`src/mbbc_pkg.sv`:
```
package mbbc_pkg;

	localparam int unsigned MAX_DIM_DEFAULT = 2048;

	localparam int unsigned CFG_W     = 12;
	localparam int unsigned PIXEL_W   = 8;
	localparam int unsigned HIT_W     = 23;
	localparam int unsigned CENTER_W  = 12;
	localparam int unsigned STATUS_W  = 2;
	localparam int unsigned IN_DATA_W = 8;
	localparam int unsigned OUT_DATA_W = 56;

	localparam logic [PIXEL_W-1:0] HIT_VALUE = 8'hFF;
	localparam logic [HIT_W-1:0]   HIT_MAX   = {HIT_W{1'b1}};

	localparam logic [CFG_W-1:0] FRAME_WIDTH_RESET  = 12'd640;
	localparam logic [CFG_W-1:0] FRAME_HEIGHT_RESET = 12'd480;

	typedef enum logic [0:0] {
		REG_FRAME_WIDTH  = 1'b0,
		REG_FRAME_HEIGHT = 1'b1
	} reg_index_t;

	typedef enum logic [STATUS_W-1:0] {
		STATUS_NONE   = 2'd0,
		STATUS_SINGLE = 2'd1,
		STATUS_BLOB   = 2'd2
	} status_t;

endpackage

```
`src/mask_blob_bounding_box_center.sv`:
```
// mask blob bounding box center
//
// s_* channel: one mask pixel per transaction in raster order (row 0 first,
// column 0 first in a row). a pixel equal to 255 is a hit; hits are counted
// and widen a running bounding box of the frame.
// m_* channel: one result transaction per frame, produced by the frame's
// last pixel: status, hit count and doubled box center (xmin+xmax,
// ymin+ymax), zero center when the frame had no hit.
// cfg_*: frame width (index 0) and height (index 1), written while idle;
// zero reads as 1, values above MAX_DIM read as MAX_DIM.
// throughput: one pixel per clock, set by the single registered update of
// the counters and box registers, except while a frame's last pixel waits
// on a pending result. latency: the result is valid in the cycle after the
// last pixel of the frame is taken. reset: frame size returns to 640 x 480,
// position, box and count are cleared, no result is pending.
// stall: the result sits in the output register; pixels keep flowing, and
// only the last pixel of the next frame waits until that result is taken.
module mask_blob_bounding_box_center #(
	parameter int unsigned MAX_DIM = mbbc_pkg::MAX_DIM_DEFAULT
) (
	input  logic                                clk,
	input  logic                                arst_n,
	input  logic                                s_tvalid,
	output logic                                s_tready,
	input  logic [mbbc_pkg::IN_DATA_W-1:0]      s_tdata,   // [7:0] pixel
	output logic                                m_tvalid,
	input  logic                                m_tready,
	// [1:0] status, [24:2] hit_count, [36:25] center_x_doubled,
	// [48:37] center_y_doubled, [55:49] zero
	output logic [mbbc_pkg::OUT_DATA_W-1:0]     m_tdata,
	input  logic                                cfg_we,
	input  logic [0:0]                          cfg_addr,
	input  logic [mbbc_pkg::CFG_W-1:0]          cfg_data
);

	localparam int unsigned POS_W = (MAX_DIM > 1) ? $clog2(MAX_DIM) : 1;
	localparam int unsigned DIM_W = ((mbbc_pkg::CFG_W > POS_W) ? mbbc_pkg::CFG_W : POS_W) + 1;
	localparam int unsigned SUM_W = ((POS_W + 1) > mbbc_pkg::CENTER_W) ? (POS_W + 1)
		: mbbc_pkg::CENTER_W;
	localparam logic [POS_W-1:0] POS_TOP = POS_W'(MAX_DIM - 1);
	localparam int unsigned PAD_W = mbbc_pkg::OUT_DATA_W - mbbc_pkg::STATUS_W
		- mbbc_pkg::HIT_W - 2 * mbbc_pkg::CENTER_W;

	logic [mbbc_pkg::CFG_W-1:0] frame_width_q, frame_height_q;
	logic [POS_W-1:0] col_q, row_q;
	logic [POS_W-1:0] x_min_q, x_max_q, y_min_q, y_max_q;
	logic [mbbc_pkg::HIT_W-1:0] hit_total_q;

	logic                          out_valid_q;
	mbbc_pkg::status_t             status_q;
	logic [mbbc_pkg::HIT_W-1:0]    hit_count_q;
	logic [mbbc_pkg::CENTER_W-1:0] cx_q, cy_q;

	logic [DIM_W-1:0] w_lim, h_lim;
	logic             row_end, frame_end, hit, accept;
	logic [POS_W-1:0] x_min_n, x_max_n, y_min_n, y_max_n;
	logic [mbbc_pkg::HIT_W-1:0] hit_total_n;
	logic [SUM_W-1:0] sum_x, sum_y;

	function automatic logic [DIM_W-1:0] dim_limit(input logic [mbbc_pkg::CFG_W-1:0] v);
		logic [DIM_W-1:0] d;
		d = DIM_W'(v);
		if (d == '0) begin
			d = DIM_W'(1);
		end else if (d > DIM_W'(MAX_DIM)) begin
			d = DIM_W'(MAX_DIM);
		end
		return d - DIM_W'(1);
	endfunction

	// position limits and next frame statistics including the current pixel
	always_comb begin
		w_lim     = dim_limit(frame_width_q);
		h_lim     = dim_limit(frame_height_q);
		row_end   = DIM_W'(col_q) >= w_lim;
		frame_end = row_end && (DIM_W'(row_q) >= h_lim);
		hit       = s_tdata[mbbc_pkg::PIXEL_W-1:0] == mbbc_pkg::HIT_VALUE;

		x_min_n     = x_min_q;
		x_max_n     = x_max_q;
		y_min_n     = y_min_q;
		y_max_n     = y_max_q;
		hit_total_n = hit_total_q;
		if (hit) begin
			if (hit_total_q != mbbc_pkg::HIT_MAX) begin
				hit_total_n = hit_total_q + 1'b1;
			end
			if (col_q < x_min_q) x_min_n = col_q;
			if (col_q > x_max_q) x_max_n = col_q;
			if (row_q < y_min_q) y_min_n = row_q;
			if (row_q > y_max_q) y_max_n = row_q;
		end
		sum_x = SUM_W'(x_min_n) + SUM_W'(x_max_n);
		sum_y = SUM_W'(y_min_n) + SUM_W'(y_max_n);
	end

	// only the frame's last pixel has to wait for a pending result
	assign s_tready = !(out_valid_q && !m_tready && frame_end);
	assign accept   = s_tvalid && s_tready;

	always_ff @(posedge clk or negedge arst_n) begin
		if (!arst_n) begin
			frame_width_q  <= mbbc_pkg::FRAME_WIDTH_RESET;
			frame_height_q <= mbbc_pkg::FRAME_HEIGHT_RESET;
		end else if (cfg_we) begin
			unique case (cfg_addr)
				mbbc_pkg::REG_FRAME_WIDTH:  frame_width_q  <= cfg_data;
				mbbc_pkg::REG_FRAME_HEIGHT: frame_height_q <= cfg_data;
				default: ;
			endcase
		end
	end

	always_ff @(posedge clk or negedge arst_n) begin
		if (!arst_n) begin
			col_q       <= '0;
			row_q       <= '0;
			x_min_q     <= POS_TOP;
			x_max_q     <= '0;
			y_min_q     <= POS_TOP;
			y_max_q     <= '0;
			hit_total_q <= '0;
		end else if (accept) begin
			if (frame_end) begin
				col_q       <= '0;
				row_q       <= '0;
				x_min_q     <= POS_TOP;
				x_max_q     <= '0;
				y_min_q     <= POS_TOP;
				y_max_q     <= '0;
				hit_total_q <= '0;
			end else begin
				if (row_end) begin
					col_q <= '0;
					row_q <= row_q + 1'b1;
				end else begin
					col_q <= col_q + 1'b1;
				end
				x_min_q     <= x_min_n;
				x_max_q     <= x_max_n;
				y_min_q     <= y_min_n;
				y_max_q     <= y_max_n;
				hit_total_q <= hit_total_n;
			end
		end
	end

	always_ff @(posedge clk or negedge arst_n) begin
		if (!arst_n) begin
			out_valid_q <= 1'b0;
		end else if (accept && frame_end) begin
			out_valid_q <= 1'b1;
		end else if (m_tready) begin
			out_valid_q <= 1'b0;
		end
	end

	// result payload, loaded by the last pixel of a frame
	always_ff @(posedge clk) begin
		if (accept && frame_end) begin
			hit_count_q <= hit_total_n;
			if (hit_total_n == '0) begin
				status_q <= mbbc_pkg::STATUS_NONE;
				cx_q     <= '0;
				cy_q     <= '0;
			end else begin
				status_q <= (hit_total_n == mbbc_pkg::HIT_W'(1)) ? mbbc_pkg::STATUS_SINGLE
					: mbbc_pkg::STATUS_BLOB;
				cx_q     <= sum_x[mbbc_pkg::CENTER_W-1:0];
				cy_q     <= sum_y[mbbc_pkg::CENTER_W-1:0];
			end
		end
	end

	assign m_tvalid = out_valid_q;
	assign m_tdata  = {{PAD_W{1'b0}}, cy_q, cx_q, hit_count_q, status_q};

	a_status_none: assert property (@(posedge clk) disable iff (!arst_n)
		m_tvalid |-> ((status_q == mbbc_pkg::STATUS_NONE) == (hit_count_q == '0)))
		else $error("status none does not match zero hit count");

	a_status_single: assert property (@(posedge clk) disable iff (!arst_n)
		(m_tvalid && status_q == mbbc_pkg::STATUS_SINGLE) |-> (hit_count_q == mbbc_pkg::HIT_W'(1)))
		else $error("single hit status with other hit count");

	a_ready_stall: assert property (@(posedge clk) disable iff (!arst_n)
		!s_tready |-> (m_tvalid && !m_tready))
		else $error("input stalled without a blocked result");

	a_frame_restart: assert property (@(posedge clk) disable iff (!arst_n)
		(accept && frame_end) |=> (col_q == '0 && row_q == '0 && hit_total_q == '0 && m_tvalid))
		else $error("frame end did not restart counters and post a result");

endmodule
```
`config.mk`:
```
export PLATFORM = sky130hd
export DESIGN_NAME = mask_blob_bounding_box_center
export DESIGN_NICKNAME = d
export VERILOG_FILES = /design/src/mbbc_pkg.sv /design/src/mask_blob_bounding_box_center.sv
export SDC_FILE = /design/constraint.sdc
export NUM_CORES = 1
export LEC_CHECK = 0
export BUFFER_PORTS_ARGS = -buffer_cell sky130_fd_sc_hd__buf_2
export CORE_ASPECT_RATIO = 1.4
export CORE_MARGIN = 1
export CORE_UTILIZATION = 40
export DETAILED_ROUTE_END_ITERATION = 10
export GPL_ROUTABILITY_DRIVEN = 1
export GPL_TIMING_DRIVEN = 0
export MAX_ROUTING_LAYER = met4
export PLACE_DENSITY = 0.67
export SLEW_MARGIN = 10
export SYNTH_ARGS = -nofsm -noshare
export SYNTH_HDL_FRONTEND = slang
export SYNTH_SLANG_ARGS = --single-unit
```
`constraint.sdc`:
```
create_clock -name clk -period 5.7 [get_ports clk]
set_clock_uncertainty 0.05 [all_clocks]
set_input_delay 1.71 -clock clk [delete_from_list [all_inputs] [get_ports clk]]
set_output_delay 1.71 -clock clk [all_outputs]
set_load 0.05 [all_outputs]
```
==> metrics.csv, run 1 <==
metric;value;unit
worst skew pair latency;0.44;ns
die width;139;um
vias in the first global route;8478;
status;complete, but fails checks;
Area Overhead vs Synth;17.3;%
leak pwr;5.57;nW
CTS Hold Bufs;0;
Crit. End Element;output port;
num rows;70;
fin cells;1500;
Core ar.;26000;um2
post-route ant nets;0;
MaxCap Viol Count;0;
Peak Freq;0.174;GHz
initial antenna violation count;1;
Pwr Density;300;nW/um2
clk sink count;163;
DRT Wirelength;26.5;mm
FF-to-FF Start;frame_height_q[2]$_DFFE_PN0P_;
Slew headroom;0.471;
DR iter-0 viols;467;
Synth top area share;0.204;
Synthesis Warnings;0;
Hold Crit Depth;2;
count leader, synth;ha_1;
length in cells of the worst reg-to-reg path;22;
WL/cell;17.7;um
critical path type;reg -> out;
global route overflow;0;
#FFs+latches synth;163;
syn_area_per_cell;10.2;um2
Tcrit/Tclk final;1.01;
area taken by multi-input logic gates;5900;um2
Syn Inst Count;1038;
Hold Path Origin;x_min_q[2]$_DFFE_PN1P_;
die height;194;um
top cells by count, synth;91 x ha_1, 86 x dfrtp_1, 70 x nor2_1;
Pins Over Slew Limit;0;
ratio of cells with drive above 1 in the final layout;0.243;
failing checks;negative setup slack;
cell area after technology mapping;10600;um2
RSZ-0062 raised after global routing;yes;
TritonCTS clock tree;built;
pin count of the biggest net entering global routing;89;
Reg clk slew, reported paths;0.07;ns
r2r setup slk;0.48;ns
Core Util, Final;0.476;
Worst-Margin Slew;0.793;ns
Initial Util;0.406;
PnR worst setup slack;-0.0390;ns
min Tclk post-route;5.74;ns
clock buffer depth;2;
placed cell count;1447;
largest area contributor in the netlist;dfrtp_1;
hold worst-path end;x_min_q[2]$_DFFE_PN1P_;
r2r endpoint;col_q[0]$_DFFE_PN0P_;
FF/Latch Area;4360;um2
final hold viol count;0;
top_reg_cell synth;dfrtp_1;
TritonRoute pass-1 iters;5;
GRT Total Usage;0.208;
CTS root buf;clkbuf_16;
die footprint;27100;um2
Async SR Flop Fraction;0.699;
PortBufs;76;
post-place setup slack;-0.782;ns
top cells by area, synth;dfrtp_1 20%, edfxtp_1 14%, ha_1 11%, dfstp_2 7.0%, mux2_2 6.5%;
Startpoint Class;register;
DP HPWL;19.4;mm
Min Hold Slack;0.439;ns
CP required;3.94;ns
drt via density;5.61;
Fill cells;2366;
sequential cell area fraction in the yosys report;0.413;
DRC;0;
crit path DAT;3.98;ns
last weighted congestion value of the routability-driven placer;0.904;
number of enable flip-flop cells after synthesis;49;
fin nets;1281;
H-tree Lvls;4;
first-pass GRT wire length;42.9;mm
Synth cell types;70;
Top Ports;84;
number of buffers created by CTS;17;
Worst Path Max Fanout;10;
Peak supply drop;0.239;mV
Final Setup Violations;1;
Total Power;3.72;mW
Hold WC Path Type;reg -> reg;
DR vias;8408;
placed cells by master, fill, tap and decap left out, types with 8 or more instances in the layout:
| master | count |
|---|---|
| a2bb2oi_1 | 19 |
| or3_1 | 14 |
| nor2b_1 | 13 |
| a211oi_1 | 11 |
| nand2b_1 | 12 |
| xor2_1 | 18 |
| nand3_1 | 25 |
| xnor2_1 | 33 |
| nor2_1 | 67 |
| clkbuf_1 | 23 |
| dfstp_2 | 28 |
| inv_1 | 65 |
| a21oi_1 | 38 |
| dfrtp_1 | 83 |
| o21a_1 | 12 |
| clkbuf_16 | 17 |
| edfxtp_1 | 49 |
| and4_1 | 11 |
| nor3_1 | 20 |
| nand2_1 | 52 |
| buf_2 | 87 |
| mux2_2 | 61 |
| a22o_1 | 37 |
| and3_1 | 15 |
| ha_1 | 86 |
| nand4_1 | 22 |
| o21ai_0 | 45 |
| mux2i_1 | 8 |
| buf_4 | 31 |
| a21o_1 | 17 |
worst max-delay path, stage by stage (launching register included):
cell and delay (ns):
dfrtp_2 0.42, or4_4 0.54, nor4b_4 0.31, nand2b_4 0.11, nor2_4 0.12, o21ai_2 0.07
ha_2 0.21, buf_8 0.14, o31ai_1 0.06, o21ai_1 0.09, a22oi_1 0.23, ha_2 0.25
nor4_2 0.05, nand2_1 0.13, or2_4 0.15, o311ai_4 0.10, nor3_4 0.32, nand2_4 0.08
buf_8 0.16
power breakdown:
group,leakage (nW),internal (mW),switching [mW]
registers,1.88,1.32,0.177
clock network,0.265,0.616,0.515
logic,3.43,0.508,0.580
total,5.57,2.45,1.27
cell type report:
class                   instances  share of cell area
repair buffers                101              0.0514
well taps                     324              0.0327
multi-input cells             763               0.476
clock buffers                  18              0.0354
inverters                      68              0.0207
clock inverters                14              0.0103
flip-flops and latches        163               0.352
plain buffers                  48              0.0207
diodes                          1            0.000202
timing repair:
action                                 4_1_cts  5_1_grt
setup buffers                               14        8
setup endpoints to repair                   44       22
endpoints found under the hold margin        0        0
resized for setup                           42       20
pin swaps                                   11       19
metal layers:
metal | track usage | wire length, um | up-vias | part of all wire
li1 | - | - | 4079 | -
met1 | 0.226 | 10800 | 4094 | 0.41
met2 | 0.372 | 13900 | 185 | 0.52
met3 | 0.0358 | 1040 | 50 | 0.039
met4 | 0.0840 | 758 | 0 | 0.029
met5 | - | 0 | - | 0
state kept, by name, summed over array words and instances (netlist names):
name            flops
x_min_q            11
frame_width_q      12
hit_total_q        23
row_q              11
col_q              11
cy_q               12
status_q            2
m_tvalid            1
y_max_q            11
x_max_q            11
hit_count_q        23
cx_q               12
y_min_q            11
frame_height_q     12
worst max-delay path by stage:
stage	from	end	slack, ns	cells after the start
2_1_floorplan	frame_height_q[2]$_DFFE_PN0P_	s_tready	0.007	17
3_3_place_gp	s_tdata[6]	cx_q[11]$_SDFFCE_PN0P_	-1.06	16
3_5_place_dp	s_tdata[6]	cx_q[11]$_SDFFCE_PN0P_	-0.78	16
4_1_cts	frame_height_q[5]$_DFFE_PN1P_	s_tready	-0.08	17
5_1_grt	frame_height_q[2]$_DFFE_PN0P_	s_tready	-0.18	18
6_report	frame_height_q[2]$_DFFE_PN0P_	s_tready	-0.04	18
logic make-up after synthesis:
group | synth area share
simple gates | 0.143
compound gates | 0.170
flops | 0.413
buf+inv | 0.0466
fa+ha+maj | 0.112
mux | 0.0736
xor+xnor | 0.0423
other cells | 0.000355
per-stage QoR:
step | TNS, ns | cell area, um2
finish | -0.0390 | 12400
global route | -0.182 | 12400
CTS | -0.0839 | 12300
detailed placement | -4.64 | 11500
global placement | -52.96 | 11400
floorplan | 0 | 10600
No activity file was read; power rests on OpenSTA's default activity.
==> inputs of run 2 (changes only) <==
--- a/config.mk
+++ b/config.mk
@@ -13,7 +13,6 @@
 export GPL_ROUTABILITY_DRIVEN = 1
 export GPL_TIMING_DRIVEN = 0
 export MAX_ROUTING_LAYER = met4
-export PLACE_DENSITY = 0.67
 export SLEW_MARGIN = 10
 export SYNTH_ARGS = -nofsm -noshare
 export SYNTH_HDL_FRONTEND = slang
==> constraint.sdc (replaced) <==
create_clock -name clk -period 5.7 [get_ports clk]
set_clock_uncertainty 0.05 [all_clocks]
set_input_delay 0.855 -clock clk [delete_from_list [all_inputs] [get_ports clk]]
set_output_delay 0.855 -clock clk [all_outputs]
set_load 0.05 [all_outputs]
==> run 2 against run 1 <==
Compared with the run above:
- the flow now finishes without violations
- routed wire length is 0.65% lower
- clock power is 8% higher
- clock-buffer cell count stayed put
- flip-flop and latch count stayed put
- critical endpoint unchanged
- worst hold slack worse by 0.14 ns
- die area stayed put
- register-to-register slack worse by 0.04 ns
- power hardly changed
- global-route usage is 0.090 points higher
- fmax is 5.6% higher
==> metrics.csv, run 2 (synthesis results as in run 1) <==
metric;value;unit;change
status;complete, no violations;;
crit path DAT;4.53;ns;+0.55 ns
TritonCTS clock tree;built;;
antenna cells;0;;-1
num rows;70;;unchanged
Pwr Density;306;nW/um2;+2.0%
PnR worst setup slack;0.267;ns;+0.306 ns
Reg clk slew, reported paths;0.06;ns;about the same
H-tree Lvls;4;;unchanged
Top Ports;84;;unchanged
PortBufs;76;;unchanged
CTS root buf;clkbuf_16;;
worst-path cell chain;nor4_4, nand3b_1, nor3_1, o21ai_1, ha_1, clkbuf_1, nand2_1, a32oi_1, ha_1, a21o_1, a21o_1, a221oi_1, o21a_2, nor2_1, clkbuf_2, nand2_1, buf_4;;
NetSw;1.20;mW;-5.4%
GRT Total Usage;0.209;;+0.000904
DRC;0;;unchanged
clk sink count;163;;unchanged
min Tclk post-route;5.43;ns;-0.306 ns
Min Hold Slack;0.296;ns;-0.142 ns
P_int;2.52;mW;+2.8%
DRT Wirelength;26.3;mm;-0.65%
Crit. End Element;output port;;
pin count of the biggest net entering global routing;71;;-20%
final hold viol count;0;;unchanged
vias in the first global route;8270;;-2.5%
Area Overhead vs Synth;15.0;%;
critical path type;reg -> out;;
Worst-Margin Slew;0.881;ns;+0.0879 ns
first-pass GRT wire length;43.2;mm;+0.71%
Flop pwr share;0.404;;about the same
most common cell after layout, fill and taps aside;ha_1;;
CP peak stage delay;0.59;ns;+0.05 ns
Hold WC Path Type;in -> async;;
post-place setup slack;-0.0687;ns;+0.713 ns
last weighted congestion value of the routability-driven placer;0.892;;-1.4%
Tcrit/Tclk final;0.953;;-0.0536
drt via density;5.64;;+0.63%
global route overflow;0;;unchanged
post-route ant nets;0;;unchanged
Initial Util;0.406;;unchanged
ratio of cells with drive above 1 in the final layout;0.211;;-0.0323
Peak Freq;0.184;GHz;+5.6%
MaxCap Viol Count;0;;unchanged
Core ar.;26000;um2;unchanged
Slowest-stage cell, CP;dfstp_2;;
Peak supply drop;0.224;mV;-6.5%
die footprint;27100;um2;unchanged
DR iter-0 viols;334;;-28%
Top Registers;hit_count_q x23, hit_total_q x23;;
number of buffers created by CTS;17;;unchanged
die height;194;um;unchanged
die width;139;um;unchanged
Worst Path Max Fanout;10;;unchanged
WL/cell;17.8;um;+0.69%
initial antenna violation count;0;;-1
clock buffer depth;2;;unchanged
RSZ-0062 raised after global routing;no;;
Comb pwr share;0.269;;-0.024
most frequent cells in the layout;91 x ha_1, 86 x buf_2, 86 x dfrtp_1, 69 x nor2_1, 65 x inv_1;;
Slew headroom;0.411;;-0.0604
Pins Over Slew Limit;0;;unchanged
Startpoint Class;register;;
DP HPWL;19.7;mm;+1.5%
Clock Power Share;0.327;;+0.023
worst skew pair latency;0.44;ns;about the same
fin nets;1262;;-1.5%
Final Setup Violations;0;;-1
TritonRoute pass-1 iters;5;;unchanged
Core Util, Final;0.467;;-0.00938
Switching Share;0.324;;-0.0183
leak pwr;5.48;nW;-1.7%
CP required;4.80;ns;+0.86 ns
DR vias;8348;;-0.71%
## run 2: changes by cell type in the layout (fill, tap and decap cells not counted), moves of 4 or more
cell / change
buf_4: -17
o21ai_0: +6
ha_1: +5
clkbuf_2: +4
ha_2: -4
## run 2: stage by stage
stage	power [mW]	instance area [um2]	instances	setup TNS (ns)
after global placement	2.48	11400	1444	-53.22
after global routing	3.95	12100	1480	0
after CTS	3.74	12100	1481	0
after detailed placement	2.51	11500	1447	-0.649
final	3.72	12100	1480	0
after floorplan	2.22	10600	1044	0
## run 2: final cells by class
cell class	instances	area (um2)
Fill cell	2454	13900
Multi-Input combinational cell	763	5770
Sequential cell	163	4360
Timing Repair Buffer	83	502
Clock buffer	18	429
Tap cell	324	405
Inverter	68	259
Buffer	47	230
Clock inverter	14	188
## run 2: final timing paths
check | start | end | slack [ns] | depth (start not counted)
max | frame_width_q[7]$_DFFE_PN1P_ | s_tready | 0.27 | 17
min | arst_n | y_max_q[3]$_DFFE_PN0P_ | 0.30 | 1
max reg2reg | col_q[1]$_DFFE_PN0P_ | cx_q[11]$_SDFFCE_PN0P_ | 0.44 | 18
min reg2reg | x_min_q[4]$_DFFE_PN1P_ | x_min_q[4]$_DFFE_PN1P_ | 0.44 | 2
max in group asynchronous | arst_n | frame_height_q[7]$_DFFE_PN1P_ | 4.54 | 2
min in group clk | x_min_q[4]$_DFFE_PN1P_ | x_min_q[4]$_DFFE_PN1P_ | 0.44 | 2
## run 2: per-layer routing
metal / global-route usage / up-vias / wire (um)
li1: - / 4041 / -
met1: 0.239 / 4092 / 11200
met4: 0.0737 / 0 / 563
met3: 0.0291 / 43 / 846
met5: - / - / 0
met2: 0.369 / 172 / 13700
## run 2: power by group through the flow
stage / sequential [mW] / clock [mW] / combinational (mW)
after floorplan: 1.45 / 0 / 0.770
after global placement: 1.51 / 0 / 0.965
after detailed placement: 1.52 / 0 / 0.990
after CTS: 1.49 / 1.24 / 1.00
after global routing: 1.52 / 1.29 / 1.14
final: 1.50 / 1.22 / 1.00
## run 2: repair_timing
item / 4_1_cts / 5_1_grt
setup buffers: 2 / 2
gates resized for setup: 5 / 13
pin swaps: 2 / 2
hold buffers: 0 / 0
endpoints found under the setup margin: 11 / 49
## run 2: worst max-delay path, delay by kind of cell (launching register included)
kind	cells	cell delay [ns]
AND/OR/NAND/NOR	6	0.63
AO/OA/AOI/OAI	6	1.60
adder cells (fa/ha/maj)	2	0.54
flip-flops	1	0.59
buffers and inverters	3	0.75
==> inputs of run 3 (changes only) <==
--- a/config.mk
+++ b/config.mk
@@ -5,8 +5,9 @@
 export SDC_FILE = /design/constraint.sdc
 export NUM_CORES = 1
 export LEC_CHECK = 0
+export ABC_AREA = 1
 export BUFFER_PORTS_ARGS = -buffer_cell sky130_fd_sc_hd__buf_2
-export CORE_ASPECT_RATIO = 1.4
+export CORE_ASPECT_RATIO = 0.7
 export CORE_MARGIN = 1
 export CORE_UTILIZATION = 40
 export DETAILED_ROUTE_END_ITERATION = 10
==> run 3 against run 2 <==
Compared with the run above:
- synthesized cell count is 52% higher
- sequential share of layout area shrank 2.7 points
- final area grew 8.1%
- fmax is 7.0% higher
- clock power fell by 7%
- combinational power up 9%
- worst setup slack better by 0.36 ns
- critical path depth rose by 5
- first-iteration DRC count increased to 2.7 times the previous value
- routed wire length rose by 22%
- critical path type unchanged
==> metrics.csv, run 3 <==
metric;value;unit;change
Pins Over Slew Limit;0;;unchanged
Syn Inst Count;1579;;+52%
placed cell count;2033;;+40%
Worst-Margin Slew;0.651;ns;-0.230 ns
CTS Hold Bufs;0;;unchanged
CTS-repair resized insts;0;;-5
post-route design area;13100;um2;+8.1%
first-pass GRT wire length;51.4;mm;+19%
Core Util, Final;0.466;;-0.00138
Core ar.;28200;um2;+8.4%
DRT Wirelength;32.2;mm;+22%
post-route ant nets;0;;unchanged
Slew headroom;0.560;;+0.150
critical path type;reg -> out;;
pin count of the biggest net entering global routing;83;;+17%
top cells by area, synth;dfrtp_1 18%, nand2_1 16%, edfxtp_1 13%, ha_1 9.8%, inv_1 6.6%;;
placed inst area;12600;um2;+9.6%
Synth top area share;0.185;;-0.0192
TritonRoute pass-1 iters;5;;unchanged
Worst Path Max Fanout;14;;+4
die footprint;29800;um2;+10%
H-tree Lvls;4;;unchanged
Final Setup Violations;0;;unchanged
clock buffer depth;2;;unchanged
ratio of cells with drive above 1 in the final layout;0.136;;-0.0752
top cells by count, synth;485 x nand2_1, 206 x inv_1, 126 x o21ai_0;;
CP required;4.80;ns;about the same
TritonCTS clock tree;built;;
fin nets;1799;;+43%
top_reg_cell synth;dfrtp_1;;
DR vias;10400;;+24%
status;complete, no violations;;
most common cell after layout, fill and taps aside;nand2_1;;
crit path DAT;4.17;ns;-0.36 ns
number of buffers created by CTS;17;;unchanged
clk sink count;163;;unchanged
drt via density;5.02;;-11%
#FFs+latches synth;163;;unchanged
syn_area_per_cell;7.38;um2;-27%
Top Registers;hit_count_q x23, hit_total_q x23;;
Tcrit/Tclk final;0.891;;-0.0627
antenna cells;0;;unchanged
largest area contributor in the netlist;dfrtp_1;;
CTS root buf;clkbuf_16;;
GRT Total Usage;0.232;;+0.0236
Top Ports;84;;unchanged
TNS Setup;0;ns;unchanged
Startpoint Class;register;;
global route overflow;0;;unchanged
worst skew pair latency;0.46;ns;+0.02 ns
MaxCap Viol Count;0;;unchanged
count leader, synth;nand2_1;;
DRC;0;;unchanged
initial antenna violation count;0;;unchanged
die height;145;um;-25%
final hold viol count;0;;unchanged
num rows;51;;-27%
most frequent cells in the layout;485 x nand2_1, 205 x inv_1, 125 x o21ai_0, 121 x nor2_1, 91 x ha_1;;
Total Power;3.64;mW;-2.0%
Peak supply drop;0.200;mV;-10%
fin cells;2064;;+39%
Synth cell types;51;;-27%
vias in the first global route;9307;;+13%
Peak Freq;0.197;GHz;+7.0%
cell area after technology mapping;11700;um2;+10%
min Tclk post-route;5.08;ns;-0.357 ns
Reg clk slew, reported paths;0.07;ns;about the same
Area Overhead vs Synth;12.6;%;
Crit. End Element;output port;;
leak pwr;6.52;nW;+19%
Async SR Flop Fraction;0.699;;unchanged
WL/cell;15.6;um;-12%
DP HPWL;24.6;mm;+25%
Pwr Density;278;nW/um2;-9.4%
Hold WC Path Type;in -> async;;
Synthesis Warnings;0;;unchanged
DR iter-0 viols;899;;+170%
RSZ-0062 raised after global routing;no;;
number of enable flip-flop cells after synthesis;49;;unchanged
sequential cell area fraction in the yosys report;0.374;;-0.0388
PortBufs;75;;-1.3%
Setup Fix Bufs, Post-CTS;0;;-2
last weighted congestion value of the routability-driven placer;0.978;;+9.6%
die width;206;um;+48%
Initial Util;0.413;;+0.00735
-- run 3: critical path: stages, from the launching register on --
cell      delay (ns)
dfrtp_1         0.42
inv_1           0.06
nand2_1         0.04
nor3_1          0.18
nand2_1         0.10
nand2_1         0.10
clkbuf_1        0.31
nand2_1         0.10
ha_1            0.27
nand2_1         0.12
nor2_1          0.07
xor2_1          0.16
ha_1            0.33
nand2_1         0.08
nor2_1          0.10
nand2_1         0.06
nand3_1         0.09
nand2_1         0.06
nand3_1         0.10
nand2_1         0.20
nor2_2          0.17
nand3_2         0.27
buf_2           0.33
-- run 3: cells by family (layout without fill, tap and decap cells) --
logic type	after synthesis	in the layout	synth area share
XOR/XNOR	59	59	0.0450
other	1	7	0.000322
buffers and inverters	268	376	0.0959
AND/OR/NAND/NOR	782	782	0.287
adder cells (fa/ha/maj)	93	93	0.101
flip-flops	163	163	0.374
AO/OA/AOI/OAI	213	213	0.0966
-- run 3: power breakdown --
group	switching, mW	leakage (nW)	internal [mW]	total (mW)
Sequential	0.109	1.90	1.31	1.42
Clock	0.530	0.255	0.603	1.13
Combinational	0.691	4.36	0.398	1.09
Total	1.33	6.52	2.31	3.64
-- run 3: worst paths after layout --
path,slack (ns),from,to,depth (start not counted)
worst max register to register,0.62,frame_width_q[5]$_DFFE_PN0P_,cx_q[7]$_SDFFCE_PN0P_,27
min in group clk,0.43,hit_total_q[22]$_DFFE_PN0P_,hit_total_q[22]$_DFFE_PN0P_,2
worst min-delay path,0.24,arst_n,frame_height_q[4]$_DFFE_PN0P_,1
max in group asynchronous,4.57,arst_n,x_min_q[6]$_DFFE_PN1P_,2
worst max-delay path,0.62,frame_width_q[5]$_DFFE_PN0P_,s_tready,22
worst min register to register,0.43,hit_total_q[22]$_DFFE_PN0P_,hit_total_q[22]$_DFFE_PN0P_,2
-- run 3: cell type report --
class                           instances  area, um2
Buffer                                 56        323
Clock buffer                           17        425
Clock inverter                         15        134
Fill cell                            2853      15100
Inverter                              211        792
Multi-Input combinational cell       1154       6200
Sequential cell                       163       4360
Tap cell                              371        464
Timing Repair Buffer                   77        429
-- run 3: routing by layer --
layer	share of wire	GRT usage	wire length, um
met1	0.54	0.363	17300
met2	0.38	0.298	12400
met3	0.072	0.0526	2320
met4	0.0063	0.0402	202
met5	0	-	0
-- run 3: metrics by stage --
step                      hold slack (ns)  setup WS [ns]
after floorplan                     0.392           1.16
after global placement              0.412         -0.151
after detailed placement            0.414          0.647
after CTS                           0.240          0.255
after global routing                0.248          0.134
final                               0.235          0.624
